### config.mk
export PLATFORM = sky130hd
export DESIGN_NAME = simon32_64_block_cipher_unit
export DESIGN_NICKNAME = d
export VERILOG_FILES = /design/src/sv/simon_pkg.sv /design/src/sv/simon32_64_block_cipher_unit.sv /design/src/sv/simon_round_unit.sv /design/src/sv/simon_key_exp.sv /design/src/sv/simon_key_store.sv
export SDC_FILE = /design/constraint.sdc
export NUM_CORES = 1
export LEC_CHECK = 0
export BUFFER_PORTS_ARGS = -buffer_cell sky130_fd_sc_hd__buf_4
export CORE_MARGIN = 2
export CORE_UTILIZATION = 52
export DETAILED_ROUTE_END_ITERATION = 7
export PLACE_DENSITY_LB_ADDON = 0.15
export REMOVE_ABC_BUFFERS = 1
export SLEW_MARGIN = 5
export SYNTH_ARGS = -nofsm -noshare
export SYNTH_HDL_FRONTEND = slang
export SYNTH_HIERARCHICAL = 1
export SYNTH_SLANG_ARGS = --single-unit
### constraint.sdc
create_clock -name clk -period 6.4 [get_ports clk]
set_input_delay 0.32 -clock clk [delete_from_list [all_inputs] [get_ports clk]]
set_output_delay 0.32 -clock clk [all_outputs]
set_load 0.03 [all_outputs]
### src/sv/simon_pkg.sv
// ----------------------------------------------------------------------------
// simon_pkg: shared types and constants for the Simon 32/64 cipher unit
// Word width, round-key index width, the z0 constant sequence, the key
// store write bundle and the sequencer states.
// ----------------------------------------------------------------------------
package simon_pkg;

  localparam int WORD_W   = 16;
  localparam int RK_IDX_W = 6;    // round index width, enough for 62 rounds
  localparam int KEY_WORDS = 4;

  // Schedule constant 2^16 - 4
  localparam logic [WORD_W-1:0] SCHED_CONST = 16'hFFFC;

  // One period of z0, bit j holds sequence element j
  localparam logic [30:0] Z0_PERIOD = 31'b0110011100001101010010001011111;
  localparam logic [61:0] Z0_SEQ    = {Z0_PERIOD, Z0_PERIOD};

  typedef enum logic {
    CMD_ENCRYPT = 1'b0,
    CMD_DECRYPT = 1'b1
  } cmd_t;

  typedef enum logic [1:0] {
    ST_IDLE,
    ST_LOAD,
    ST_ROUND,
    ST_DONE
  } state_t;

  typedef struct packed {
    logic                we;
    logic [RK_IDX_W-1:0] addr;
    logic [WORD_W-1:0]   data;
  } rk_wr_t;

endpackage

### src/sv/simon32_64_block_cipher_unit.sv
// ----------------------------------------------------------------------------
// simon32_64_block_cipher_unit: Simon 32/64 encrypt/decrypt engine
// Iterative core: one shared round unit, a round-key memory and a small
// sequencer that runs one Feistel round per cycle.
// ----------------------------------------------------------------------------
// Usage:
//   Configuration: cfg_we writes cfg_wdata into key word cfg_index (0..3).
//   Every key write restarts the key schedule, which fills the round-key
//   memory; in_tready stays low until it is done.
//   Reset clears the key to all zeros and runs the same schedule sweep
//   before the first beat is taken.
//   Input beat: in_tuser is the command (0 encrypt, 1 decrypt), in_tdata
//   carries the two block words. The core then fetches the first round
//   key, runs the rounds one per cycle through the shared round unit and
//   loads the output register; a new beat is taken only once the result
//   is in the output register and the core is idle again.
//   Output beat: out_tdata holds the two result words. The result waits
//   in the output register while out_tready is low; the core meanwhile
//   takes and processes the next beat and holds that result in the round
//   registers until the output register frees up.
// ----------------------------------------------------------------------------
module simon32_64_block_cipher_unit #(
  parameter int ROUND_COUNT = 32
) (
  input  logic        clk,
  input  logic        rst_n,
  // configuration
  input  logic        cfg_we,
  input  logic [1:0]  cfg_index,
  input  logic [15:0] cfg_wdata,
  // input stream
  input  logic        in_tvalid,
  output logic        in_tready,
  input  logic [31:0] in_tdata,   // [15:0] block_word_0, [31:16] block_word_1
  input  logic        in_tuser,   // [0] command
  // result stream
  output logic        out_tvalid,
  input  logic        out_tready,
  output logic [31:0] out_tdata   // [15:0] out_word_0, [31:16] out_word_1
);
  import simon_pkg::*;

  localparam logic [RK_IDX_W-1:0] LAST_IDX = RK_IDX_W'(ROUND_COUNT - 1);

  rk_wr_t              rk_wr;
  logic                exp_busy;
  logic                rd_en;
  logic [RK_IDX_W-1:0] rd_idx;
  logic [RK_IDX_W-1:0] rd_addr;
  logic [WORD_W-1:0]   rk_data;

  state_t              state_r, state_nxt;
  logic [RK_IDX_W-1:0] rnd_r, rnd_nxt;
  cmd_t                cmd_r;
  logic [WORD_W-1:0]   a_r, b_r;
  logic                out_valid_r, out_valid_nxt;
  logic [31:0]         out_data_r;

  logic [WORD_W-1:0]   ru_x, ru_y, ru_z;
  logic                in_fire;
  logic                out_free;

  simon_key_exp #(
    .ROUND_COUNT (ROUND_COUNT)
  ) u_key_exp (
    .clk       (clk),
    .rst_n     (rst_n),
    .cfg_we    (cfg_we),
    .cfg_index (cfg_index),
    .cfg_wdata (cfg_wdata),
    .rk_wr     (rk_wr),
    .busy      (exp_busy)
  );

  simon_key_store #(
    .ROUND_COUNT (ROUND_COUNT)
  ) u_key_store (
    .clk     (clk),
    .rk_wr   (rk_wr),
    .rd_en   (rd_en),
    .rd_addr (rd_addr),
    .rd_data (rk_data)
  );

  // Encrypt: a <- b ^ f(a) ^ k, b <- a. Decrypt mirrors it on b.
  assign ru_x = (cmd_r == CMD_DECRYPT) ? b_r : a_r;
  assign ru_y = (cmd_r == CMD_DECRYPT) ? a_r : b_r;

  simon_round_unit u_round (
    .x (ru_x),
    .y (ru_y),
    .k (rk_data),
    .z (ru_z)
  );

  assign in_tready = (state_r == ST_IDLE) && !exp_busy;
  assign in_fire   = in_tvalid && in_tready;
  assign out_free  = !out_valid_r || out_tready;

  // Fetch the key for the next round in the cycle before it is needed; decrypt walks backward.
  assign rd_idx  = (state_r == ST_LOAD) ? '0 : rnd_r + 1'b1;
  assign rd_addr = (cmd_r == CMD_DECRYPT) ? LAST_IDX - rd_idx : rd_idx;
  assign rd_en   = (state_r == ST_LOAD) || ((state_r == ST_ROUND) && (rnd_r != LAST_IDX));

  always_comb begin
    state_nxt     = state_r;
    rnd_nxt       = rnd_r;
    out_valid_nxt = out_valid_r;
    if (out_valid_r && out_tready) begin
      out_valid_nxt = 1'b0;
    end
    unique case (state_r)
      ST_IDLE: begin
        if (in_fire) begin
          state_nxt = ST_LOAD;
        end
      end
      ST_LOAD: begin
        rnd_nxt   = '0;
        state_nxt = ST_ROUND;
      end
      ST_ROUND: begin
        rnd_nxt = rnd_r + 1'b1;
        if (rnd_r == LAST_IDX) begin
          state_nxt = ST_DONE;
        end
      end
      ST_DONE: begin
        // hold the result until the output register can take it
        if (out_free) begin
          out_valid_nxt = 1'b1;
          state_nxt     = ST_IDLE;
        end
      end
      default: begin
        state_nxt = ST_IDLE;
      end
    endcase
  end

  always_ff @(posedge clk) begin
    if (!rst_n) begin
      state_r     <= ST_IDLE;
      rnd_r       <= '0;
      out_valid_r <= 1'b0;
    end else begin
      state_r     <= state_nxt;
      rnd_r       <= rnd_nxt;
      out_valid_r <= out_valid_nxt;
    end
  end

  // datapath registers, no reset needed
  always_ff @(posedge clk) begin
    if (in_fire) begin
      cmd_r <= cmd_t'(in_tuser);
      a_r   <= in_tdata[15:0];
      b_r   <= in_tdata[31:16];
    end else if (state_r == ST_ROUND) begin
      if (cmd_r == CMD_DECRYPT) begin
        a_r <= b_r;
        b_r <= ru_z;
      end else begin
        a_r <= ru_z;
        b_r <= a_r;
      end
    end
    if ((state_r == ST_DONE) && out_free) begin
      out_data_r <= {b_r, a_r};
    end
  end

  assign out_tvalid = out_valid_r;
  assign out_tdata  = out_data_r;

endmodule

### src/sv/simon_round_unit.sv
// ----------------------------------------------------------------------------
// simon_round_unit: one Simon Feistel round function
// Returns y ^ f(x) ^ k with f(x) = (x <<< 1 & x <<< 8) ^ (x <<< 2).
// ----------------------------------------------------------------------------
module simon_round_unit (
  input  logic [simon_pkg::WORD_W-1:0] x,
  input  logic [simon_pkg::WORD_W-1:0] y,
  input  logic [simon_pkg::WORD_W-1:0] k,
  output logic [simon_pkg::WORD_W-1:0] z
);
  import simon_pkg::*;

  logic [WORD_W-1:0] rot1;
  logic [WORD_W-1:0] rot2;
  logic [WORD_W-1:0] rot8;

  assign rot1 = {x[14:0], x[15]};
  assign rot2 = {x[13:0], x[15:14]};
  assign rot8 = {x[7:0], x[15:8]};
  assign z    = y ^ ((rot1 & rot8) ^ rot2) ^ k;

endmodule

### src/sv/simon_key_exp.sv
// ----------------------------------------------------------------------------
// simon_key_exp: key registers and key schedule sequencer
// Holds the four key words and, after reset or any key write, sweeps the
// round-key store one entry per cycle using a four-word history window.
// ----------------------------------------------------------------------------
module simon_key_exp #(
  parameter int ROUND_COUNT = 32
) (
  input  logic                           clk,
  input  logic                           rst_n,
  input  logic                           cfg_we,
  input  logic [1:0]                     cfg_index,
  input  logic [simon_pkg::WORD_W-1:0]   cfg_wdata,
  output simon_pkg::rk_wr_t              rk_wr,
  output logic                           busy
);
  import simon_pkg::*;

  localparam logic [RK_IDX_W-1:0] LAST_IDX = RK_IDX_W'(ROUND_COUNT - 1);

  logic [WORD_W-1:0]   key_r  [KEY_WORDS];
  logic [WORD_W-1:0]   win_r  [KEY_WORDS];   // k[i-1], k[i-2], k[i-3], k[i-4]
  logic [RK_IDX_W-1:0] cnt_r, cnt_nxt;
  logic                busy_r, busy_nxt;

  logic [RK_IDX_W-1:0] z_idx;
  logic [WORD_W-1:0]   t0;
  logic [WORD_W-1:0]   t1;
  logic [WORD_W-1:0]   sched_val;
  logic [WORD_W-1:0]   new_key;

  assign z_idx     = cnt_r - RK_IDX_W'(KEY_WORDS);
  assign t0        = {win_r[0][2:0], win_r[0][15:3]} ^ win_r[2];
  assign t1        = t0 ^ {t0[0], t0[15:1]};
  assign sched_val = win_r[3] ^ {{(WORD_W-1){1'b0}}, Z0_SEQ[z_idx]} ^ t1 ^ SCHED_CONST;
  assign new_key   = (cnt_r < RK_IDX_W'(KEY_WORDS)) ? key_r[cnt_r[1:0]] : sched_val;

  always_comb begin
    cnt_nxt  = cnt_r;
    busy_nxt = busy_r;
    if (cfg_we) begin
      // restart the sweep so the store follows the new key
      cnt_nxt  = '0;
      busy_nxt = 1'b1;
    end else if (busy_r) begin
      cnt_nxt = cnt_r + 1'b1;
      if (cnt_r == LAST_IDX) begin
        busy_nxt = 1'b0;
      end
    end
  end

  always_ff @(posedge clk) begin
    if (!rst_n) begin
      busy_r <= 1'b1;
      cnt_r  <= '0;
      for (int i = 0; i < KEY_WORDS; i++) begin
        key_r[i] <= '0;
      end
    end else begin
      busy_r <= busy_nxt;
      cnt_r  <= cnt_nxt;
      if (cfg_we) begin
        key_r[cfg_index] <= cfg_wdata;
      end
    end
  end

  // history window, payload only
  always_ff @(posedge clk) begin
    if (busy_r && !cfg_we) begin
      win_r[0] <= new_key;
      win_r[1] <= win_r[0];
      win_r[2] <= win_r[1];
      win_r[3] <= win_r[2];
    end
  end

  assign rk_wr.we   = busy_r && !cfg_we;
  assign rk_wr.addr = cnt_r;
  assign rk_wr.data = new_key;
  assign busy       = busy_r;

endmodule

### src/sv/simon_key_store.sv
// ----------------------------------------------------------------------------
// simon_key_store: round-key memory
// One write port from the key schedule, one registered read port for the
// round sequencer.
// ----------------------------------------------------------------------------
module simon_key_store #(
  parameter int ROUND_COUNT = 32
) (
  input  logic                               clk,
  input  simon_pkg::rk_wr_t                  rk_wr,
  input  logic                               rd_en,
  input  logic [simon_pkg::RK_IDX_W-1:0]     rd_addr,
  output logic [simon_pkg::WORD_W-1:0]       rd_data
);
  import simon_pkg::*;

  localparam int AW = (ROUND_COUNT > 1) ? $clog2(ROUND_COUNT) : 1;

  logic [WORD_W-1:0] mem [ROUND_COUNT];
  logic [WORD_W-1:0] rd_data_r;

  always_ff @(posedge clk) begin
    if (rk_wr.we) begin
      mem[rk_wr.addr[AW-1:0]] <= rk_wr.data;
    end
  end

  always_ff @(posedge clk) begin
    if (rd_en) begin
      rd_data_r <= mem[rd_addr[AW-1:0]];
    end
  end

  assign rd_data = rd_data_r;

endmodule

Word-level counts from Yosys, hierarchy flattened
Memory sizes are Yosys's and may differ from the RTL's. A register that Yosys moved wholly into a read port is not among the register bits.
Cells that the tools add are included.
- add/subtract/negate cells: 4
- $lt $le $gt $ge: 2
- equal/unequal tests: 9
- multiplexer cells: 33
- bitwise gates (word level): 10
- reduce and logical (&&, ||, !) cells: 17
- operator list (kind ; count):
    16-bit 2-to-1 mux ; 10
    16-bit bitwise XOR ; 6
    16-bit AND ; 1
    16-bit OR reduction ; 1
    16-bit by 1-bit bitwise XOR with 16-bit output ; 1
    14-bit inverter ; 1
    1-bit 2-to-1 mux ; 13
    6-bit by 1-bit adder with 6-bit output (second input constant) ; 2
    6-bit by 5-bit == test with 1-bit output (second input constant) ; 2
    2-bit 2-to-1 mux ; 6
    6-bit one-hot mux with 2 select lines ; 1
    5-bit 2-to-1 mux ; 2
    2-bit one-hot mux with 4 select lines ; 1
    6-bit by 7-bit < comparator with 1-bit output (second input constant) ; 1
    1-bit logical AND ; 6
    6-bit by 3-bit < comparator with 1-bit output (second input constant) ; 1
    6-bit by 5-bit inequality test with 1-bit output (second input constant) ; 1
    6-bit by 3-bit subtractor with 6-bit output (second input constant) ; 1
    5-bit subtractor (first input constant) ; 1
    2-bit == test (second input constant) ; 2
    2-bit inequality test (second input constant) ; 2
    2-bit nonzero test ; 2
    1-bit logical NOT ; 3
    3-bit AND reduction ; 1
    other kinds (6) ; 7
- register bits: 81
- RAM bits: 640
- memory bits (read-only): 64
- bits of input ports: 56
- output and inout port bits: 34
- word-level logic and storage cells: 88
- memories: 4
- memory list (memory ; depth ; bits a word ; rd ports ; clocked after memory_dff ; wr ports ; RTL line ; text):
    u_key_store.mem ; 32 ; 16 ; 1 ; 1 ; 1 ; simon_key_store.sv:19 ; logic [WORD_W-1:0] mem [ROUND_COUNT];
    (no name shown) ; 64 ; 1 ; 1 ; 0 ; 0 ; simon_key_exp.sv:35 ; assign sched_val = win_r[3] ^ {{(WORD_W-1){1'b0}}, Z0_SEQ[z_idx]} ^ t1 ^ SCHED_CONST;
    u_key_exp.key_r ; 4 ; 16 ; 1 ; 1 ; 4 ; simon_key_exp.sv:21 ; logic [WORD_W-1:0] key_r [KEY_WORDS];
    u_key_exp.win_r ; 4 ; 16 ; 4 ; 0 ; 4 ; simon_key_exp.sv:22 ; logic [WORD_W-1:0] win_r [KEY_WORDS];

Depth between registers and ports, before layout
Gate-level depths: netlist (run 1).
- depth in word-level cells: 8
- mapped depth: 12
- depth with buffers taken out: 9

Hierarchy
Netlist (run 1), hierarchy kept.
- by module, submodules not included (module ; times used ; cells each ; area an instance (um^2) ; seq. area each (um^2)):
    simon_key_store ; 1 ; 1143 ; 20696.1 ; 15855.2
    simon_key_exp ; 1 ; 379 ; 5890.6 ; 4023.9
    simon32_64_block_cipher_unit ; 1 ; 290 ; 3656.0 ; 2132.0
    simon_round_unit ; 1 ; 48 ; 560.5 ; 0.0

Worst setup path after synthesis (run 1)
OpenSTA, ideal clock, no wires.
- kind: register -> register
- start: register u_key_exp.busy_r (netlist: u_key_exp/busy)
- end: memory u_key_store.mem[18][0], enable pin
- library setup time: 0.389 ns
- arrival: 5.302 ns
- required time: 6.011 ns
- path slack: 0.709 ns
- cell stages (with the launch flop): 5
- path buffers: 1
- clock period less this slack: 5.691 ns
- cells stage by stage: dfxtp_1 clkbuf_1 nor2b_1 nand3b_1 nor2_1
- RTL lines (item ; RTL line ; text):
    start, declared ; simon_key_exp.sv:24 ; logic busy_r, busy_nxt;
    start signal, assigned ; simon_key_exp.sv:61 ; busy_r <= busy_nxt;
    end, declared ; simon_key_store.sv:19 ;

Worst setup path in the final report (run 1)
- start: register state_r[1]
- end: register u_key_store.rd_data_r[14] (netlist: u_key_store/rd_data[14]), read port of u_key_store.mem (data pin)
- longest elaborated chain between the ends: 4
- elaborated cells on any way between the ends: 7
- those cells by class: 1 x add/sub; 2 x eq/ne; 2 x mux; 2 x reduce/logical
- ends and longest elaborated chain (item ; RTL line ; text):
    start, declared ; simon32_64_block_cipher_unit.sv:52 ; state_t state_r, state_nxt;
    start signal, assigned ; simon32_64_block_cipher_unit.sv:147 ; state_r <= state_nxt;
    2-bit by 1-bit == test with 1-bit output (*) ; simon32_64_block_cipher_unit.sv:101 ; assign rd_idx = (state_r == ST_LOAD) ? '0 : rnd_r + 1'b1;
    5-bit 2-to-1 mux (*) ; simon32_64_block_cipher_unit.sv:101 ;
    5-bit subtractor ; simon32_64_block_cipher_unit.sv:102 ; assign rd_addr = (cmd_r == CMD_DECRYPT) ? LAST_IDX - rd_idx : rd_idx;
    5-bit 2-to-1 mux (*) ; simon32_64_block_cipher_unit.sv:102 ;
    named net rd_addr[0] ; simon32_64_block_cipher_unit.sv:49 ; logic [RK_IDX_W-1:0] rd_addr;
    end, declared ; simon_key_store.sv:20 ; logic [WORD_W-1:0] rd_data_r;
The timed path passes the listed nets; every way through them passes the cells marked *.
A chain may end at the register's enable or synchronous reset.

==> out/results.ini, run 1 <==
[global_routing]
grt_max_degree = 94
overflow = 0
antenna_found_initial = 0
grt_pass1_wl_um = 104000
track_usage = 0.231
grt_pass1_vias = 16500

[route]
route.met2.wl_um = 33700
top_layer = met4
vias_per_cell = 5.83
ant_nets = 0
drt-initial-drc-count = 1544
remaining_drc_errors = 0
drt_first_pass_iters = 5
dr_total_vias = 16600
route.met3.wl_um = 5170
wl_per_cell_um = 24.6
wl_met1_um = 28900
drt_wl_total_um = 69700

[setup_path]
required_ns = 6.74
start_kind = register
worstPathArrival_ns = 4.02
reg2reg_from = state_r[1]
end_kind = register
cp_max_fo = 93
worst-setup-path-type = reg -> reg
reg2reg_to = u_key_store/rd_data[14]
slowest_stage = xor2_4
rrSetupSlack_ns = 2.73
max_stage_delay_ns = 0.59
cp_cell_sequence = inv_1 > ha_1 > nor2_1 > xor2_4 > buf_12 > mux2i_1 > nand2_1 > a31oi_1 > nand3_1
rr_worst_depth = 9

[layout]
nNetsFinal = 2076
antenna_cells = 0
ff_latch_area_mm2 = 0.0220
postLayoutCellArea_mm2 = 0.0349
final_layout_size_suffix_gt1_frac = 0.169
area_growth_pct = 13.5
fillers = 4413
multi_input_area_mm2 = 0.00812

[clocking]
clockBufferDepth = 3
cts-root-buf = clkbuf_16
cts-buffers-inserted = 76
cts_tree = yes
clk_latency_ns = 0.62
cts_sinks = 739
htree_levels = 3
cts.clk_slew.worst_paths_ns = 0.06

[floorplan]
core-area_mm2 = 0.0588
die_w_um = 247
start_util = 0.524
die_h_um = 247
ioPinCount = 90
die_area_mm2 = 0.0612
std_cell_rows = 89

[timing]
whs_ns = 0.0369
finalHoldViolCount = 0
slew_viol_final = 0
fin_crit_sh = 0.574
tightest_slew_ns = 1.22
period_minus_slack_ns = 3.67
setup_viol = 0
finalClockSkew_ns = 0.0290
rsz0062_at_grt = false
clock.fmax_mhz = 272
slew-limit-headroom = 0.187

[place]
dp_hpwl_um = 42700
gp_congestion = 0.839
dpl_cell_area_mm2 = 0.0323
portBuffers = 89

[hold_path]
hold_start = in_tdata[5]
holdPathStages = 3
worstHoldEndpoint = a_r[5]
hp-class = in -> reg

[run_status]
status = complete, no violations

[power_and_ir_drop]
max-vdd-ir-drop_mv = 0.223
power.leakage_nw = 12.6
powerDensity_mw_per_mm2 = 306

[yosys]
syn_inst = 1858
yosys_warnings = 6
avgSynthCellArea_um2 = 16.6
syn-cell-area_mm2 = 0.0308

[run]
maxCapViolations = 0

-- power by group --
| part | switching [mW] | internal [mW] |
|---|---|---|
| clock network | 1.79 | 2.52 |
| logic | 0.523 | 0.338 |
| registers | 0.0453 | 5.49 |
-- how the worst max path moves through the flow --
stage                     startpoint                 endpoint  slack (ns)
after floorplan                cmd_r   u_key_store/rd_data[0]      -14.27
after global placement    state_r[1]  u_key_store/rd_data[14]        2.85
after detailed placement  state_r[1]  u_key_store/rd_data[14]        2.82
after CTS                 state_r[1]  u_key_store/rd_data[14]        2.80
after global routing      state_r[1]  u_key_store/rd_data[12]        2.58
final                     state_r[1]  u_key_store/rd_data[14]        2.73
-- cell usage in the layout, fill, tap and decap left out, drive strengths merged, types with 3 or more instances in the layout --
master       instances
edfxtp             721
mux2i              289
buf                158
clkbuf              94
nor2                93
a21oi               79
nand2               67
a22oi               64
xnor2               55
and2                50
nand3               41
mux2                32
a22o                32
clkinv              26
xor2                25
nor3                20
and3                18
dfxtp               18
dlygate4sd3         17
mux4                17
a31oi               16
nand4               16
xnor3               16
inv                 15
ha                  12
nand2b              10
nor2b                8
bufinv               7
nand3b               6
nor3b                5
clkinvlp             5
or3b                 5
a21boi               4
o21ai                4
o21a                 3
or2                  3
-- per-layer routing --
layer,vias up,GRT usage
met2,635,0.379
met5,-,0
met3,107,0.0371
li1,7462,-
met1,8351,0.316
met4,0,0.0805
-- final cells by class --
class / count / area share
timing repair buffer: 175 / 0.0395
clock inverter: 42 / 0.0120
sequential: 739 / 0.630
tap: 773 / 0.0277
inverter: 11 / 0.00118
multi-input combinational: 1005 / 0.232
clock buffer: 94 / 0.0576
-- worst max-delay path, delay by kind of cell, from the launching register on --
kind            cells  cell delay [ns]
fa+ha+maj           1             0.25
xor+xnor            1             0.59
simple gates        3             0.55
buf+inv             2             0.60
compound gates      1             0.26
flops               1             0.39
mux                 1             0.54
-- metrics by stage --
| step | setup slack (ns) | power, mW | std cells | utilization | TNS, ns |
|---|---|---|---|---|---|
| floorplan | -14.27 | 6.65 | 1755 | - | -228.25 |
| global placement | 2.85 | 6.48 | 2686 | 0.550 | 0 |
| detailed placement | 2.82 | 6.49 | 2686 | 0.550 | 0 |
| CTS | 2.80 | 10.8 | 2839 | 0.594 | 0 |
| global route | 2.58 | 11.0 | 2839 | 0.594 | 0 |
| finish | 2.73 | 10.7 | 2839 | 0.594 | 0 |
-- registers in the layout, summed over array words and instances (netlist names), named ones only --
| register | cells |
|---|---|
| u_key_exp/win_r | 64 |
| u_key_store/rd_data | 16 |
| u_key_exp/key_r | 64 |
| rnd_r | 6 |
| cmd_r | 1 |
| u_key_exp/busy | 1 |
| state_r | 2 |
| b_r | 16 |
| out_tdata | 32 |
| u_key_exp/cnt_r | 6 |
| a_r | 16 |
| out_tvalid | 1 |
| u_key_store/mem | 512 |
-- what timing repair did --
action,CTS,global route
hold endpoints to repair,47,0
hold buffers,17,0
setup endpoints to repair,0,0
gates resized for setup,0,0
setup buffers,0,0
Power figures use the tool's default switching activity.
==> inputs of run 2 (changes only) <==
clock period = 3.7 ns   (was 6.4 ns; I/O delays follow)
==> out/results.ini, run 2 (synthesis results as in run 1) <==
[run_status]
status = complete, no violations

[global_routing]
overflow = 0  ; unchanged
grt_pass1_wl_um = 102000  ; -1.7%
grt_use_met2 = 0.391  ; +0.0127
met3_usage = 0.0320  ; -0.00508
track_usage = 0.226  ; -0.00498
grt_use_met1 = 0.293  ; -0.0225
grt.busiest_layer = met2
antenna_found_initial = 0  ; unchanged
grt_max_degree = 67  ; -29%
grt_pass1_vias = 16400  ; -0.65%

[setup_path]
required_ns = 4.03  ; -2.71 ns
worst-setup-path-type = reg -> reg
end_kind = register
start_kind = register
cp_max_fo = 12  ; -87%
worstPathArrival_ns = 3.60  ; -0.42 ns

[clocking]
cts_sinks = 739  ; unchanged
post-cts-setup-buffer-count = 0  ; unchanged
cts-root-buf = clkbuf_16
cts_tree = yes
htree_levels = 3  ; unchanged
cts_resized = 0  ; unchanged
clk_latency_ns = 0.63  ; about the same
cts.clk_slew.worst_paths_ns = 0.06  ; about the same
hold_buffers = 52  ; +35
clockBufferDepth = 3  ; unchanged
cts-buffers-inserted = 76  ; unchanged

[route]
dr_total_vias = 16600  ; +0.085%
wl_per_cell_um = 23.6  ; -3.8%
drt-initial-drc-count = 1440  ; -6.7%
ant_nets = 0  ; unchanged
vias_per_cell = 5.72  ; -1.9%
drt_first_pass_iters = 5  ; unchanged
remaining_drc_errors = 0  ; unchanged
drt_wl_total_um = 68400  ; -1.9%

[place]
dp_hpwl_um = 41700  ; -2.4%
dp_slack_ns = 0.470  ; -2.35 ns
dpl_cell_area_mm2 = 0.0327  ; +0.97%
portBuffers = 89  ; unchanged
gp_congestion = 0.801  ; -4.5%

[layout]
area_growth_pct = 15.8
nNetsFinal = 2131  ; +2.6%
layout_commonest_cell = edfxtp_1
mostFrequentLayoutCells = edfxtp_1, mux2i_1, buf_4
largest_reg_flops = 512  ; unchanged
final_layout_size_suffix_gt1_frac = 0.173  ; +0.00315
postLayoutCellArea_mm2 = 0.0356  ; +2.0%
fillers = 4389  ; -0.54%

[timing]
slew_viol_final = 0  ; unchanged
fin_crit_sh = 0.885  ; +0.311
setup_ws_ns = 0.427  ; -2.30 ns
finalClockSkew_ns = 0.0276  ; -0.00144 ns
setup_tns_ns = 0  ; unchanged
setup_viol = 0  ; unchanged
finalHoldViolCount = 0  ; unchanged
period_minus_slack_ns = 3.27  ; -0.399 ns
clock.fmax_mhz = 306  ; +12%
slew-limit-headroom = 0.293  ; +0.106
rsz0062_at_grt = false
tightest_slew_ns = 1.06  ; -0.155 ns
whs_ns = 0.101  ; +0.0642 ns

[floorplan]
die_h_um = 247  ; unchanged
ioPinCount = 90  ; unchanged
core-area_mm2 = 0.0588  ; unchanged
die_area_mm2 = 0.0612  ; unchanged
start_util = 0.524  ; unchanged
die_w_um = 247  ; unchanged
std_cell_rows = 89  ; unchanged

[power_and_ir_drop]
p_sw_frac = 0.219  ; -0.00147
powerDensity_mw_per_mm2 = 523  ; +71%
power.leakage_nw = 12.9  ; +2.6%
p_int_mw = 14.6  ; +75%
combPwrFrac = 0.082  ; +0.002
pwr-share-seq = 0.512  ; -0.004
max-vdd-ir-drop_mv = 0.375  ; +68%
pwr-share-clk = 0.405  ; +0.002
power_switching_mw = 4.08  ; +73%
p_total_mw = 18.7  ; +74%

[run]
maxCapViolations = 0  ; unchanged

[hold_path]
hp-class = in -> reg

run 2: cell types whose count changed in the layout (fill, tap and decap cells not counted), sizes merged:
cell | before | now
clkinv | 26 | 30
buf | 158 | 178
dlygate4sd3 | 17 | 52
inv | 15 | 14
clkinvlp | 5 | 2
diode | 0 | 2
run 2: worst max-delay path, cell delays in order (launching register included):
cell     delay [ns]
dfxtp_1        0.42
ha_1           0.27
nand3_2        0.15
xor2_1         0.18
nor2_1         0.12
xor2_1         0.38
or2_1          0.71
nor3_1         0.14
a31oi_1        0.46
nand3_1        0.16
run 2: worst paths after layout:
| path | start | end | slack [ns] | depth (start not counted) |
|---|---|---|---|---|
| worst max-delay path | rnd_r[0] | u_key_store/rd_data[10] | 0.43 | 9 |
| worst max register to register | rnd_r[0] | u_key_store/rd_data[10] | 0.43 | 9 |
| worst min register to register | u_key_exp/win_r[1][14] | u_key_exp/win_r[2][14] | 0.41 | 0 |
| worst min-delay path | cfg_we | u_key_exp/key_r[3][4] | 0.10 | 2 |
run 2: per-stage QoR:
stage / utilization / cells
floorplan: - / 1755
global placement: 0.555 / 2706
detailed placement: 0.555 / 2706
CTS: 0.606 / 2894
global route: 0.606 / 2894
finish: 0.606 / 2896
run 2: cell type report:
cell class,count,area [µm²],area share
tap,773,967,0.0271
sequential,739,22000,0.618
antenna,2,5.00,0.000140
inverter,11,41.3,0.00116
clock buffer,94,2050,0.0576
clock inverter,42,405,0.0114
timing repair buffer,230,2040,0.0574
multi-input combinational,1005,8120,0.228
run 2: power groups by stage:
| stage | Clock [mW] | Sequential, mW | Combinational (mW) |
|---|---|---|---|
| after global routing | 8.02 | 9.57 | 1.65 |
| after CTS | 7.69 | 9.56 | 1.56 |
| after detailed placement | 0 | 9.73 | 1.51 |
| after global placement | 0 | 9.73 | 1.48 |
| after floorplan | 0 | 9.72 | 1.60 |
| final | 7.56 | 9.56 | 1.54 |
run 2: metal layers:
layer / wire [µm] / vias to the layer above / part of all wire
li1: - / 7586 / -
met3: 3610 / 115 / 0.053
met1: 28300 / 8405 / 0.41
met5: 0 / - / 0
met4: 1940 / 0 / 0.028
met2: 34600 / 463 / 0.51
==> inputs of run 3 (changes only) <==
CORE_UTILIZATION = 50   (was 52)
PLACE_DENSITY_LB_ADDON = 0.08   (was 0.15)
==> out/results.ini, run 3 (synthesis results as in run 1) <==
[floorplan]
ioPinCount = 90  ; unchanged
die_area_mm2 = 0.0636  ; +3.9%
std_cell_rows = 90  ; +1.1%
die_h_um = 252  ; +1.9%
core-area_mm2 = 0.0606  ; +3.0%
die_w_um = 252  ; +1.9%
start_util = 0.508  ; -0.0154

[place]
dp_slack_ns = 0.313  ; -0.157 ns
dp_hpwl_um = 45200  ; +8.5%
portBuffers = 89  ; unchanged
dp.cells = 2741  ; +1.3%
gp_congestion = 0.808  ; +0.82%

[route]
remaining_drc_errors = 0  ; unchanged
dr_total_vias = 16700  ; +1.0%
ant_nets = 0  ; unchanged
drt-initial-drc-count = 1431  ; -0.63%
wl_per_cell_um = 25.0  ; +6.1%
vias_per_cell = 5.69  ; -0.52%
drt_wl_total_um = 73600  ; +7.7%
drt_first_pass_iters = 5  ; unchanged

[timing]
fin_crit_sh = 0.909  ; +0.0246
finalHoldViolCount = 0  ; unchanged
setup_viol = 0  ; unchanged
setup_ws_ns = 0.336  ; -0.0910 ns
clock.fmax_mhz = 297  ; -2.7%
period_minus_slack_ns = 3.36  ; +0.0910 ns
rsz0062_at_grt = false
finalClockSkew_ns = 0.0285  ; +0.000879 ns
slew-limit-headroom = 0.249  ; -0.0437
tightest_slew_ns = 1.13  ; +0.0655 ns
slew_viol_final = 0  ; unchanged

[power_and_ir_drop]
max-vdd-ir-drop_mv = 0.377  ; +0.39%
power.leakage_nw = 13.1  ; +1.3%
powerDensity_mw_per_mm2 = 528  ; +0.86%

[layout]
largest_reg_flops = 512  ; unchanged
layout_commonest_cell = edfxtp_1
mostFrequentLayoutCells = edfxtp_1, mux2i_1, buf_4
nNetsFinal = 2159  ; +1.3%
final_cells = 2940  ; +1.5%
area_growth_pct = 16.6
final_layout_size_suffix_gt1_frac = 0.185  ; +0.0125
final_util = 0.593  ; -0.0137

[clocking]
htree_levels = 3  ; unchanged
cts_sinks = 739  ; unchanged
post-cts-setup-buffer-count = 0  ; unchanged
clockBufferDepth = 3  ; unchanged
cts_tree = yes
cts-root-buf = clkbuf_16
cts-buffers-inserted = 78  ; +2.6%
cts.clk_slew.worst_paths_ns = 0.06  ; about the same
clk_latency_ns = 0.62  ; about the same

[setup_path]
path_common_cell = buf_4
worstPathArrival_ns = 3.84  ; +0.24 ns
worstSetupPathDepth = 12  ; +3
required_ns = 4.18  ; +0.15 ns
start_kind = register
cp_max_fo = 17  ; +5
crit_family = buffers and inverters
cp_cell_sequence = inv_1 > ha_1 > nor2_1 > xor2_4 > buf_4 > buf_4 > mux2i_1 > a22o_1 > nor3_1 > buf_4 > a31oi_1 > nand3_1
worst-setup-path-type = reg -> reg
end_kind = register
timing.critical_path.buf_inv = 4  ; +4
max_stage_delay_ns = 0.53  ; -0.18 ns
rr_worst_depth = 12  ; +3
slowest_stage = nor3_1

[global_routing]
grt_max_degree = 113  ; +69%
antenna_found_initial = 1  ; +1
overflow = 0  ; unchanged
grt_pass1_vias = 17000  ; +3.6%
grt.busiest_layer = met2
met3_usage = 0.0474  ; +0.0154
grt_use_met1 = 0.318  ; +0.0245
grt_pass1_wl_um = 109000  ; +7.3%
grt_use_met2 = 0.379  ; -0.0126
track_usage = 0.235  ; +0.00903

[hold_path]
hp-class = in -> reg
holdPathStages = 2  ; unchanged

[run_status]
status = complete, no violations

[run]
maxCapViolations = 0  ; unchanged

==> run 3: per-stage QoR <==
step                      total power, mW   TNS, ns  cell area [µm²]  hold WS [ns]
after floorplan                      11.3  -1185.53            30100         0.284
after global placement               11.3         0            32800         0.384
after detailed placement             11.3         0            32800         0.387
after CTS                            19.1         0            35900        0.0653
after global routing                 19.6         0            35900        0.0940
final                                18.9         0            35900         0.104
==> run 3: layout make-up <==
type / count / area, µm²
fill: 4602 / 24700
sequential: 739 / 22000
multi-input combinational: 1005 / 8130
clock buffer: 103 / 2170
timing repair buffer: 256 / 2160
tap: 782 / 978
clock inverter: 42 / 395
inverter: 11 / 41.3
antenna: 2 / 5.00
==> run 3: worst reg2reg max path: cells and delay by family (launching register included) <==
family          cells  cell delay, ns
flops               1            0.37
buf+inv             4            1.05
compound gates      2            0.28
fa+ha+maj           1            0.25
xor+xnor            1            0.29
simple gates        3            0.88
mux                 1            0.12
==> run 3: worst paths after layout <==
kind	startpoint	end	slack (ns)
worst max-delay path	state_r[1]	u_key_store/rd_data[15]	0.34
worst min-delay path	cfg_we	u_key_exp/key_r[3][13]	0.10
worst max register to register	state_r[1]	u_key_store/rd_data[15]	0.34
worst min register to register	u_key_exp/win_r[1][11]	u_key_exp/win_r[2][11]	0.42
==> run 3: what timing repair did <==
item	4_1_cts	5_1_grt
endpoints found under the hold margin	105	0
hold buffers	52	0
gates resized for setup	0	0
==> run 3: report_power, final <==
part | internal [mW] | switching (mW)
Sequential | 9.49 | 0.0860
Combinational | 0.635 | 0.932
Clock | 4.63 | 3.18
Total | 14.7 | 4.20
==> run 3: layer usage <==
layer  wire, µm  up-vias
li1           -     7646
met1      31200     8529
met4       2310        0
met3       4610       92
met5          0        -
met2      35500      467
